<file path="src/sv/lge_pkg.sv">
// lge_pkg: shared types and constants for the life grid generation engine
// no dependencies; imported by every module of the block
package lge_pkg;

    localparam int DEF_GRID_COLS = 64;
    localparam int DEF_GRID_ROWS = 64;

    // opcodes
    localparam logic [1:0] OP_WRITE  = 2'd0;
    localparam logic [1:0] OP_READ   = 2'd1;
    localparam logic [1:0] OP_STEP   = 2'd2;
    localparam logic [1:0] OP_UNUSED = 2'd3;

    // neighbor counts of the b3/s23 rule
    localparam logic [3:0] NBR_BIRTH = 4'd3;
    localparam logic [3:0] NBR_KEEP  = 4'd2;

    typedef struct packed {
        logic [1:0] opcode;
        logic [5:0] cell_col;
        logic [5:0] cell_row;
        logic       new_live;
    } t_cmd;

    typedef struct packed {
        logic cell_live;
        logic coord_error;
    } t_result;

    typedef enum logic [1:0] {
        ST_IDLE,
        ST_CELL,
        ST_STEP,
        ST_RESP
    } t_state;

endpackage

</file>
<file path="src/sv/lge_col_mem.sv">
// lge_col_mem: column store, one word per grid column, registered read
// per-column valid bits cleared at reset make unwritten columns read as dead
// depends on lge_pkg
module lge_col_mem import lge_pkg::*; #(
    parameter int DEPTH = DEF_GRID_COLS,
    parameter int WIDTH = DEF_GRID_ROWS
) (
    input  logic                     i_clk,
    input  logic                     i_rst_n,
    input  logic [$clog2(DEPTH)-1:0] i_rd_addr,
    output logic [WIDTH-1:0]         o_rd_data,
    input  logic                     i_wr_en,
    input  logic [$clog2(DEPTH)-1:0] i_wr_addr,
    input  logic [WIDTH-1:0]         i_wr_data
);

    logic [WIDTH-1:0] r_mem [DEPTH];
    logic [DEPTH-1:0] r_vld;
    logic [WIDTH-1:0] r_rd_data;
    logic             r_rd_vld;

    always_ff @(posedge i_clk) begin
        if (i_wr_en) begin
            r_mem[i_wr_addr] <= i_wr_data;
        end
        r_rd_data <= r_mem[i_rd_addr];
    end

    always_ff @(posedge i_clk) begin
        if (!i_rst_n) begin
            r_vld    <= '0;
            r_rd_vld <= 1'b0;
        end else begin
            if (i_wr_en) begin
                r_vld[i_wr_addr] <= 1'b1;
            end
            r_rd_vld <= r_vld[i_rd_addr];
        end
    end

    assign o_rd_data = r_rd_vld ? r_rd_data : '0;

endmodule

</file>
<file path="config.mk">
export PLATFORM = sky130hd
export DESIGN_NAME = lge_col_mem
export DESIGN_NICKNAME = d
export VERILOG_FILES = /design/src/sv/lge_pkg.sv /design/src/sv/lge_col_mem.sv
export SDC_FILE = /design/constraint.sdc
export NUM_CORES = 2
export LEC_CHECK = 0
export ABC_AREA = 1
export BUFFER_PORTS_ARGS = -buffer_cell sky130_fd_sc_hd__buf_2
export CAP_MARGIN = 20
export CORE_UTILIZATION = 35
export CTS_CLUSTER_DIAMETER = 150
export DETAILED_ROUTE_END_ITERATION = 8
export MAX_ROUTING_LAYER = met4
export PLACE_DENSITY_LB_ADDON = 0.05
export SETUP_SLACK_MARGIN = 0.02
export SYNTH_ARGS = -nofsm -noshare
export SYNTH_HDL_FRONTEND = slang
export SYNTH_SLANG_ARGS = --single-unit
</file>
<file path="constraint.sdc">
create_clock -name i_clk -period 5.2 [get_ports i_clk]
set_input_delay 0.52 -clock i_clk [delete_from_list [all_inputs] [get_ports i_clk]]
set_output_delay 0.52 -clock i_clk [all_outputs]
set_load 0.05 [all_outputs]
</file>
==> results.sh <==
export IMPL_cp_data_arrival_time_ps=3280
export IMPL_ir_worst_vdd_mv=0.274
export IMPL_regArea_um2=126000
export IMPL_fmax_mhz=263
export IMPL_grt_remaining_overflow=0
export IMPL_tns_ps=0
export IMPL_hpwl_um=311000
export IMPL_vias=113000
export IMPL_cts_resized=0
export IMPL_wl_per_cell_um=31.0
export IMPL_cts_buffers=474
export IMPL_vias_per_cell=5.46
export IMPL_ys_warn_count=0
export IMPL_clock_latency_ps=1050
export IMPL_start_util_pct=35.2
export IMPL_cts_tree="built"
export IMPL_synthToLayoutAreaGrowth_pct=15.6
export IMPL_period_needed_ps=3800
export IMPL_crit_fanout=38
export IMPL_io_pins=143
export IMPL_synth_nets=13900
export IMPL_rsz0062_at_grt="no"
export IMPL_synth_seq_cells=4225
export IMPL_antenna_found_initial=52
export IMPL_clkTransAtPathRegs_ps=60
export IMPL_crit_required_ps=4680
export IMPL_drt_total_wl_um=642000
export IMPL_end_kind="output pin"
export IMPL_startpoint_type="flip-flop"
export IMPL_core_um2=475000
export IMPL_hold_violations=0
export IMPL_netlist_area_um2=167000
export IMPL_drive_above_1_share_pct=8.82
export IMPL_cts_setup_buffers=0
export IMPL_status="complete, no violations"
export IMPL_finalNonFillerCells=20700
export IMPL_postSynthAreaPerCell_um2=12.1
export IMPL_maxSlewHeadroom_pct=17.7
export IMPL_nNetsFinal=14000
export IMPL_p_per_area_nw_per_um2=392
export IMPL_placedCellCount=19700
export IMPL_die_w_um=693
export IMPL_multiInputGateArea_um2=37800
export IMPL_antenna_left=0
export IMPL_track_usage_pct=26.8
export IMPL_synthCells=13800
export IMPL_finalMaxSlewViolations=0
export IMPL_hold_path_class="primary input to flip-flop"
export IMPL_nFillCells=44800
export IMPL_gp_congestion=0.784
export IMPL_fin_skew_ps=60.9
export IMPL_critPathKind="flip-flop to output pin"
export IMPL_clock_sinks=4225
export IMPL_drt_iter0_drc=12600
export IMPL_io_buffers=142
export IMPL_die_h_um=693
export IMPL_yosysSeqAreaShare_pct=75.0
export IMPL_rows=253
export IMPL_grt_pass1_wl_um=887000
export IMPL_cts_root_buffer_cell="clkbuf_16"
export IMPL_grt_max_degree=185
export IMPL_h_tree_depth=5
export IMPL_clockBufferDepth=4
export IMPL_first_global_vias=108000
export IMPL_drt_first_pass_iters=6
export IMPL_dieArea_um2=481000
export IMPL_drc=0
export IMPL_synth_distinct_cells=17
export IMPL_finalSetupViolations=0
export IMPL_cap_viol_max_count=0
export IMPL_fin_crit_sh_pct=73.0
export IMPL_p_leak_nw=67.3
export IMPL_worst_slew_pin_slew_ps=1230
## registers in the layout, indices dropped and copies added, names as in the netlist
register / flops
r_vld: 64
r_rd_vld: 1
r_rd_data: 64
r_mem: 4096
## where the power goes
group          switching [mW]  internal (mW)  leakage (nW)
combinational            3.37           1.10          21.8
sequential              0.221           37.6          37.9
clock                    14.0           19.6          7.55
## per-layer routing
| metal | part of all wire (%) | wire length (µm) | track usage, % | up-vias |
|---|---|---|---|---|
| li1 | - | - | - | 49400 |
| met1 | 44 | 283000 | 36.6 | 58900 |
| met2 | 48 | 307000 | 43.3 | 3961 |
| met3 | 5.7 | 36300 | 3.02 | 819 |
| met4 | 2.4 | 15200 | 6.10 | 0 |
| met5 | 0 | 0 | - | - |
## layout by cell type (no fill, tap or decap)
cell           count
inv_16             3
nor3_1            14
diode_2           33
clkbuf_1         140
and2_1            64
nand2_1         4226
inv_1             93
clkbuf_16        484
clkbuf_8          56
clkinv_8           1
nor2_4            64
clkinv_1          81
clkinv_16          5
dfxtp_1          128
dlygate4sd3_1     28
a21oi_1            1
bufinv_16         35
buf_2            136
buf_6              1
buf_16             3
o22ai_1            1
inv_8              5
buf_12           181
inv_6              9
buf_4            193
buf_8              4
clkinvlp_4        11
o21ai_0            2
inv_2              1
nand3_1         4024
clkinv_2          69
edfxtp_1        4096
dfxtp_4            1
nor2_1           143
## logic make-up after synthesis
logic type,Yosys count,share of synthesized area (%)
simple gates,8535,22.3
buf+inv,1021,2.68
compound gates,4,0.0127
flops,4225,75.0
## area by class of cell
class | count | area share (%)
clock inverters | 212 | 1.07
diodes | 33 | 0.0427
clock buffers | 680 | 6.93
well taps | 6375 | 4.12
multi-input cells | 8539 | 19.5
repair buffers | 546 | 3.20
flip-flops and latches | 4225 | 64.9
inverters | 101 | 0.218
## worst max-delay path, cell delays in order, from the launching register on
cell and delay (ps):
dfxtp_4 1000, buf_4 490, nand2_1 260, inv_1 130
buf_2 280
## through the flow
stage / total power [mW] / area [µm²] / hold WS [ps] / util (%) / worst slack, ps
floorplan: 40.8 / 167000 / 435 / - / 959
global placement: 43.0 / 177000 / 448 / 37.2 / 1700
detailed placement: 43.0 / 177000 / 458 / 37.2 / 1660
CTS: 76.5 / 193000 / 3.69 / 40.5 / 1310
global route: 78.1 / 193000 / 27.0 / 40.7 / 1380
finish: 75.9 / 193000 / 37.5 / 40.7 / 1400
## cells in the mapped netlist (all sizes together)
cell type / number / area [µm²]
a21oi: 1 / 5.00
and2: 64 / 400
buf: 633 / 3040
clkbuf: 287 / 1080
clkinv: 1 / 3.75
dfxtp: 129 / 2580
edfxtp: 4096 / 123000
inv: 100 / 375
nand2: 4226 / 15900
nand3: 4024 / 20100
nor2: 207 / 777
nor3: 14 / 70.1
o21ai: 2 / 10.0
o22ai: 1 / 6.26
## path summary, 6_finish.rpt
path	cells past startpoint	to	start	slack, ps
setup reg to reg	7	r_rd_data[15]$_DFF_P_	r_mem[7][15]$_DFFE_PP_	3460
hold / removal	1	r_mem[58][16]$_DFFE_PP_	i_wr_data[16]	40
hold reg to reg	2	r_vld[62]$_SDFFE_PN0P_	r_vld[62]$_SDFFE_PN0P_	470
setup / recovery	4	o_rd_data[21]	r_rd_vld$_SDFF_PN0_	1400
## timing repair
action / in CTS / in global routing
setup endpoints to repair: 0 / 0
hold buffers: 2 / 26
endpoints found under the hold margin: 7 / 190
No activity file was read; power rests on OpenSTA's default activity.
