[src/sv/lge_pkg.sv]
// lge_pkg: shared types and constants for the life grid generation engine
// no dependencies; imported by every module of the block
package lge_pkg;

    localparam int DEF_GRID_COLS = 64;
    localparam int DEF_GRID_ROWS = 64;

    // opcodes
    localparam logic [1:0] OP_WRITE  = 2'd0;
    localparam logic [1:0] OP_READ   = 2'd1;
    localparam logic [1:0] OP_STEP   = 2'd2;
    localparam logic [1:0] OP_UNUSED = 2'd3;

    // neighbor counts of the b3/s23 rule
    localparam logic [3:0] NBR_BIRTH = 4'd3;
    localparam logic [3:0] NBR_KEEP  = 4'd2;

    typedef struct packed {
        logic [1:0] opcode;
        logic [5:0] cell_col;
        logic [5:0] cell_row;
        logic       new_live;
    } t_cmd;

    typedef struct packed {
        logic cell_live;
        logic coord_error;
    } t_result;

    typedef enum logic [1:0] {
        ST_IDLE,
        ST_CELL,
        ST_STEP,
        ST_RESP
    } t_state;

endpackage

[src/sv/lge_col_rule.sv]
// lge_col_rule: new generation of one column from the old column and its two neighbors
// one lane per row, cells beyond the grid edge count as dead; depends on lge_pkg
module lge_col_rule import lge_pkg::*; #(
    parameter int ROWS = DEF_GRID_ROWS
) (
    input  logic [ROWS-1:0] i_left,
    input  logic [ROWS-1:0] i_mid,
    input  logic [ROWS-1:0] i_right,
    output logic [ROWS-1:0] o_next
);

    logic [ROWS+1:0] left_ext;
    logic [ROWS+1:0] mid_ext;
    logic [ROWS+1:0] right_ext;

    assign left_ext  = {1'b0, i_left, 1'b0};
    assign mid_ext   = {1'b0, i_mid, 1'b0};
    assign right_ext = {1'b0, i_right, 1'b0};

    for (genvar r = 0; r < ROWS; r++) begin : g_lane
        logic [3:0] count;
        assign count = 4'(left_ext[r]) + 4'(left_ext[r+1]) + 4'(left_ext[r+2])
                     + 4'(mid_ext[r]) + 4'(mid_ext[r+2])
                     + 4'(right_ext[r]) + 4'(right_ext[r+1]) + 4'(right_ext[r+2]);
        assign o_next[r] = (count == NBR_BIRTH) || (i_mid[r] && (count == NBR_KEEP));
    end

endmodule

[config.mk]
export PLATFORM = sky130hd
export DESIGN_NAME = lge_col_rule
export DESIGN_NICKNAME = d
export VERILOG_FILES = /design/src/sv/lge_pkg.sv /design/src/sv/lge_col_rule.sv
export SDC_FILE = /design/constraint.sdc
export NUM_CORES = 1
export LEC_CHECK = 0
export BUFFER_PORTS_ARGS = -buffer_cell sky130_fd_sc_hd__buf_2
export CAP_MARGIN = 20
export CORE_MARGIN = 3
export CORE_UTILIZATION = 55
export DETAILED_ROUTE_END_ITERATION = 6
export GPL_ROUTABILITY_DRIVEN = 0
export PLACE_DENSITY_LB_ADDON = 0.25
export SYNTH_ARGS = -nofsm -noshare
export SYNTH_HDL_FRONTEND = slang
export SYNTH_SLANG_ARGS = --single-unit
[constraint.sdc]
create_clock -name vclk -period 7.4
set_clock_uncertainty 0.15 [all_clocks]
set_input_delay 1.11 -clock vclk [all_inputs]
set_output_delay 1.11 -clock vclk [all_outputs]
set_load 0.05 [all_outputs]
==> results.ini, run 1 <==
[status]
run_status = finished clean

[sta]
report.final.slew_viol_count = 0
setup_viol = 0
timing.max_slew.rel_slack_pct = 80.2
max_clock_freq_mhz = 185
max_slew.worst_pin.slew_ns = 0.298
final_setup_slack_of_the_worst_path_ns = 1.98
finalHoldViolCount = 0
post-route-period-util_pct = 73.2
grt_setup_unrepaired = no
final.min_clock_period_ns = 5.42
setup_total_negative_slack_ns = 0

[worst_setup_path]
worst_setup_path_start_kind = input port
crit_arrival_ns = 4.16
timing.critical_path.fanout_max = 2
cp-endpoint = o_next[31]
worstSetupPathType = in -> out
critical_path.endpoint_type = output port
critical_path.startpoint = i_left[30]
critical_path_required_ns = 6.14

[detailed_routing]
wl_met2_mm = 10.6
route.met3.wl_mm = 1.24
wl_per_cell_um = 12.3
highest_layer_used_for_signal_routing = met5
drcViolationCount = 0
detail_route.first_pass.iterations = 4
wirelength_mm = 21.1
routed_via_density = 4.76
ant_nets = 0
initialDrtViolationCount = 195
vias = 8163
m1WireLength_mm = 8.94

[yosys]
netlist_top_cells_count = inv_1 (442), fa_1 (252), ha_1 (188), a21oi_1 (122)
seq_total_area_yosys_pct = 0
synthesis.nets = 1829
synth_largest_type_area_fraction_pct = 47.1
synth_largest_area_cell = fa_1
post_synth.cell_area_avg_um2 = 8.95
post-synth-top-count-cell = inv_1
synth_cells = 1197
post_synth_num_cell_types = 14
yosysWarnings = 0
post_synthesis_cell_area_mm2 = 0.0107
synthTopCellsByArea = fa_1 (47%), ha_1 (22%), inv_1 (15%)

[global_routing]
pin_count_of_the_biggest_net_entering_global_routing = 4
global_route.usage.total_pct = 20.6
global_route_wire_length_before_repair_mm = 38.2
grt_pass1_vias = 8969
grt_remaining_overflow = 0
grt_antenna_before_repair = 3

[pwr]
power.total_uw = 2100
ir_drop_mv = 0.138
power.density_cell_area_mw_per_mm2 = 171
leakage_uw = 0.00723

[floorplanning]
io_pins = 256
die_h_um = 146
rows = 50
horizontal_die_dimension_um = 146
initial_utilization_pct = 56.7
placeableCoreArea_mm2 = 0.0189
die_area_mm2 = 0.0212

[layout]
num-clock-buffers = 0
fin_util_pct = 65.2
seq_cells = 0
area_growth_pct = 15.1
drive_above_1_share_pct = 17.6
seq_area_um2 = 0
final_layout_net_count = 2087

[hold_path]
worstHoldPathType = in -> out
hold_path_startpoint = i_mid[1]

[clock_network]
post_cts_resize_count = 0
hold_buffer_count_at_cts = 0
setup_fix_buffers_added_after_clock_tree_synthesis = 0

[placement]
buffer_ports.inserted = 256
place_ws_ns = 1.99
detailed_place_hpwl_mm = 20.6

[flow_run]
max_cap_viol_count = 0

-- worst min-delay path by stage --
| stage | end | slack, ns | cells after the start |
|---|---|---|---|
| after global placement | o_next[1] | 2.51 | 4 |
| final | o_next[1] | 2.50 | 4 |
| after global routing | o_next[1] | 2.55 | 4 |
| after floorplan | o_next[0] | 2.34 | 2 |
| after detailed placement | o_next[1] | 2.51 | 4 |
| after CTS | o_next[1] | 2.51 | 4 |
-- layout by cell type, fill, tap and decap left out --
master / Yosys / layout
inv_1: 442 / 442
nor2_1: 4 / 4
or2_1: 43 / 43
nor2b_1: 1 / 1
buf_2: 0 / 256
nor3b_1: 2 / 2
o21ai_0: 61 / 61
or2_0: 18 / 18
nor3_1: 1 / 1
a21oi_1: 122 / 122
fa_1: 252 / 252
nand2_1: 1 / 1
ha_1: 188 / 188
a31oi_1: 1 / 1
nand3_1: 61 / 61
diode_2: 0 / 3
-- through the flow --
| step | hold slack, ns | instances | cell area [um2] |
|---|---|---|---|
| after global placement | 2.51 | 1713 | 12300 |
| after detailed placement | 2.51 | 1713 | 12300 |
| final | 2.50 | 1716 | 12300 |
| after CTS | 2.51 | 1713 | 12300 |
| after global routing | 2.55 | 1714 | 12300 |
| after floorplan | 2.34 | 1197 | 10700 |
-- layout make-up --
| type | count | area (um2) |
|---|---|---|
| diodes | 3 | 7.51 |
| well taps | 260 | 325 |
| inverters | 442 | 1660 |
| repair buffers | 256 | 1280 |
| multi-input cells | 755 | 9050 |
| fillers | 1686 | 6570 |
-- kinds of logic after synthesis --
logic type	count (synthesis)	share of synthesized area, %
AOI/OAI and AO/OA	184	8.61
adders and majority gates	440	69.1
and+or+nand+nor	131	6.83
buffers and inverters	442	15.5
-- where the power goes --
| part | total [uW] | switching (uW) | leakage [uW] | internal (uW) |
|---|---|---|---|---|
| Sequential | 0 | 0 | 0 | 0 |
| Combinational | 2100 | 1360 | 0.00723 | 747 |
| Clock | 0.0000543 | 0 | 0.0000000190 | 0.0000543 |
-- worst max-delay path, stage by stage --
cell,delay [ns]
buf_2,0.10
inv_1,0.09
fa_1,0.57
fa_1,0.45
fa_1,0.49
inv_1,0.04
ha_1,0.20
fa_1,0.41
or2_0,0.23
a21oi_1,0.17
buf_2,0.29
-- routing by layer --
layer  vias up  track usage [%]
met2       176             37.6
met3        20             3.36
met4         4             1.99
li1       4110                -
met1      3853             27.1
met5         -                0
Power figures use the tool's default switching activity.
==> run 2, diff against run 1 <==
CORE_UTILIZATION = 52   (was 55)
clock period = 4.6 ns   (was 7.4 ns; I/O delays follow)
==> run 2 against run 1 <==
Global-route usage shrank 0.55 points; non-clock buffer count unchanged; cell count up 0.17%; routed wire length increased by 2.7%; combinational power rose by 69%; design area grew 2.2%; sequential cell count is the same; via count is 0.42% higher; hold slack worse by 0.83 ns; setup slack got worse by 1.9 ns.
==> results.ini, run 2 (synthesis gave the netlist of run 1 again) <==
[status]
run_status = finished clean

[worst_setup_path]
critPathBufInv = 4
critical-path-max-stage-delay_ns = 0.56
worstSetupPathType = in -> out
critical_path.endpoint_type = output port
crit_family = adder cells
critical_path.cell_chain = buf_2 > inv_1 > fa_1 > fa_1 > fa_1 > inv_1 > ha_1 > fa_1 > or2_0 > a21oi_2 > buf_2
critical_path_required_ns = 3.76
timing.critical_path.slowest_stage_cell = fa_1
timing.critical_path.fanout_max = 2
crit_arrival_ns = 3.66
critPathMostFrequentCell = fa_1
worst_setup_path_start_kind = input port

[pwr]
switching_power_uw = 2270
power.density_cell_area_mw_per_mm2 = 282
power.switching_fraction_pct = 63.9
intPower_uw = 1280
leakage_uw = 0.00723
pwr-share-seq_pct = 0
comb_power_share_pct = 100.0
clockPowerShare_pct = 0
ir_drop_mv = 0.240

[detailed_routing]
initialDrtViolationCount = 97
wirelength_mm = 21.6
routed_via_density = 4.77
ant_nets = 0
vias = 8197
wl_per_cell_um = 12.6
drcViolationCount = 0
detail_route.first_pass.iterations = 4

[floorplanning]
die_h_um = 150
io_pins = 256
initial_utilization_pct = 54.0
placeableCoreArea_mm2 = 0.0198
rows = 51
die_area_mm2 = 0.0224
horizontal_die_dimension_um = 150

[layout]
nFillCells = 1716
drive_above_1_share_pct = 21.8
instances_no_fill = 1719
layout.cells.most_common = inv_1
final_cell_mix = inv_1 (441), fa_1 (252), buf_2 (239), ha_1 (188), a21oi_1 (62)
fin_util_pct = 63.5
num-clock-buffers = 0
area_growth_pct = 17.6
seq_cells = 0
final_layout_net_count = 2087
design_area_mm2 = 0.0126
seq_area_um2 = 0

[sta]
setup_total_negative_slack_ns = 0
max_clock_freq_mhz = 222
setup_viol = 0
timing.max_slew.rel_slack_pct = 82.9
post-route-period-util_pct = 97.9
final.hold.worst_slack_ns = 1.67
report.final.slew_viol_count = 0
finalHoldViolCount = 0
max_slew.worst_pin.slew_ns = 0.253
final.min_clock_period_ns = 4.50

[global_routing]
grt_antenna_before_repair = 5
global_route_wire_length_before_repair_mm = 38.0
pin_count_of_the_biggest_net_entering_global_routing = 4
global_route.usage.total_pct = 20.1
grt_pass1_vias = 8981
grt_remaining_overflow = 0

[placement]
place_inst = 1718
detailed_place_hpwl_mm = 21.3
placement.cell_area_mm2 = 0.0125
buffer_ports.inserted = 256

[hold_path]
worstHoldPathType = in -> out

[clock_network]
hold_buffer_count_at_cts = 0

[flow_run]
max_cap_viol_count = 0

==> run 2: changes by cell type in the layout (fill, tap and decap cells not counted) <==
cell	delta
inv_2	+1
buf_4	+3
clkbuf_4	+13
a21oi_2	+60
diode_2	-2
buf_6	+1
inv_1	-1
buf_2	-17
a21oi_1	-60
==> run 2: worst paths after layout <==
kind,startpoint,end,slack (ns),cells past startpoint
worst max-delay path,i_left[47],o_next[48],0.1,11
worst min-delay path,i_mid[0],o_next[0],1.67,4
==> run 2: routing by layer <==
metal,vias up,part of all wire [%],track usage (%)
met5,-,0.32,0
met2,171,52,38.3
met4,10,0.82,1.24
met1,3886,41,25.0
met3,22,6.3,3.33
li1,4108,-,-
==> run 2: cell type report <==
type                       instances  area (um2)  share of cell area [%]
multi-input combinational        755        9280                    73.6
inverter                         442        1660                    13.2
antenna                            1        2.50                  0.0199
tap                              265         332                    2.63
timing repair buffer             256        1330                    10.5
==> run 2: power groups by stage <==
stage | logic [uW] | registers (uW) | clock network, uW
4_1_cts | 3580 | 0 | 0
3_3_place_gp | 3420 | 0 | 0
5_1_grt | 4090 | 0 | 0
3_5_place_dp | 3560 | 0 | 0
6_report | 3550 | 0 | 0.0000291
2_1_floorplan | 2750 | 0 | 0
==> run 2: repair_timing <==
item	CTS	global route
buffers inserted	0	0
gates resized for setup	0	23
endpoints found under the setup margin	0	17
hold endpoints to repair	0	0
==> run 2: stage by stage <==
step                setup WS, ns  total power [uW]
floorplan                 0.0237              2750
global placement          0.0390              3420
detailed placement        0.0108              3560
CTS                      0.00305              3580
global route             -0.0211              4090
finish                    0.0950              3550
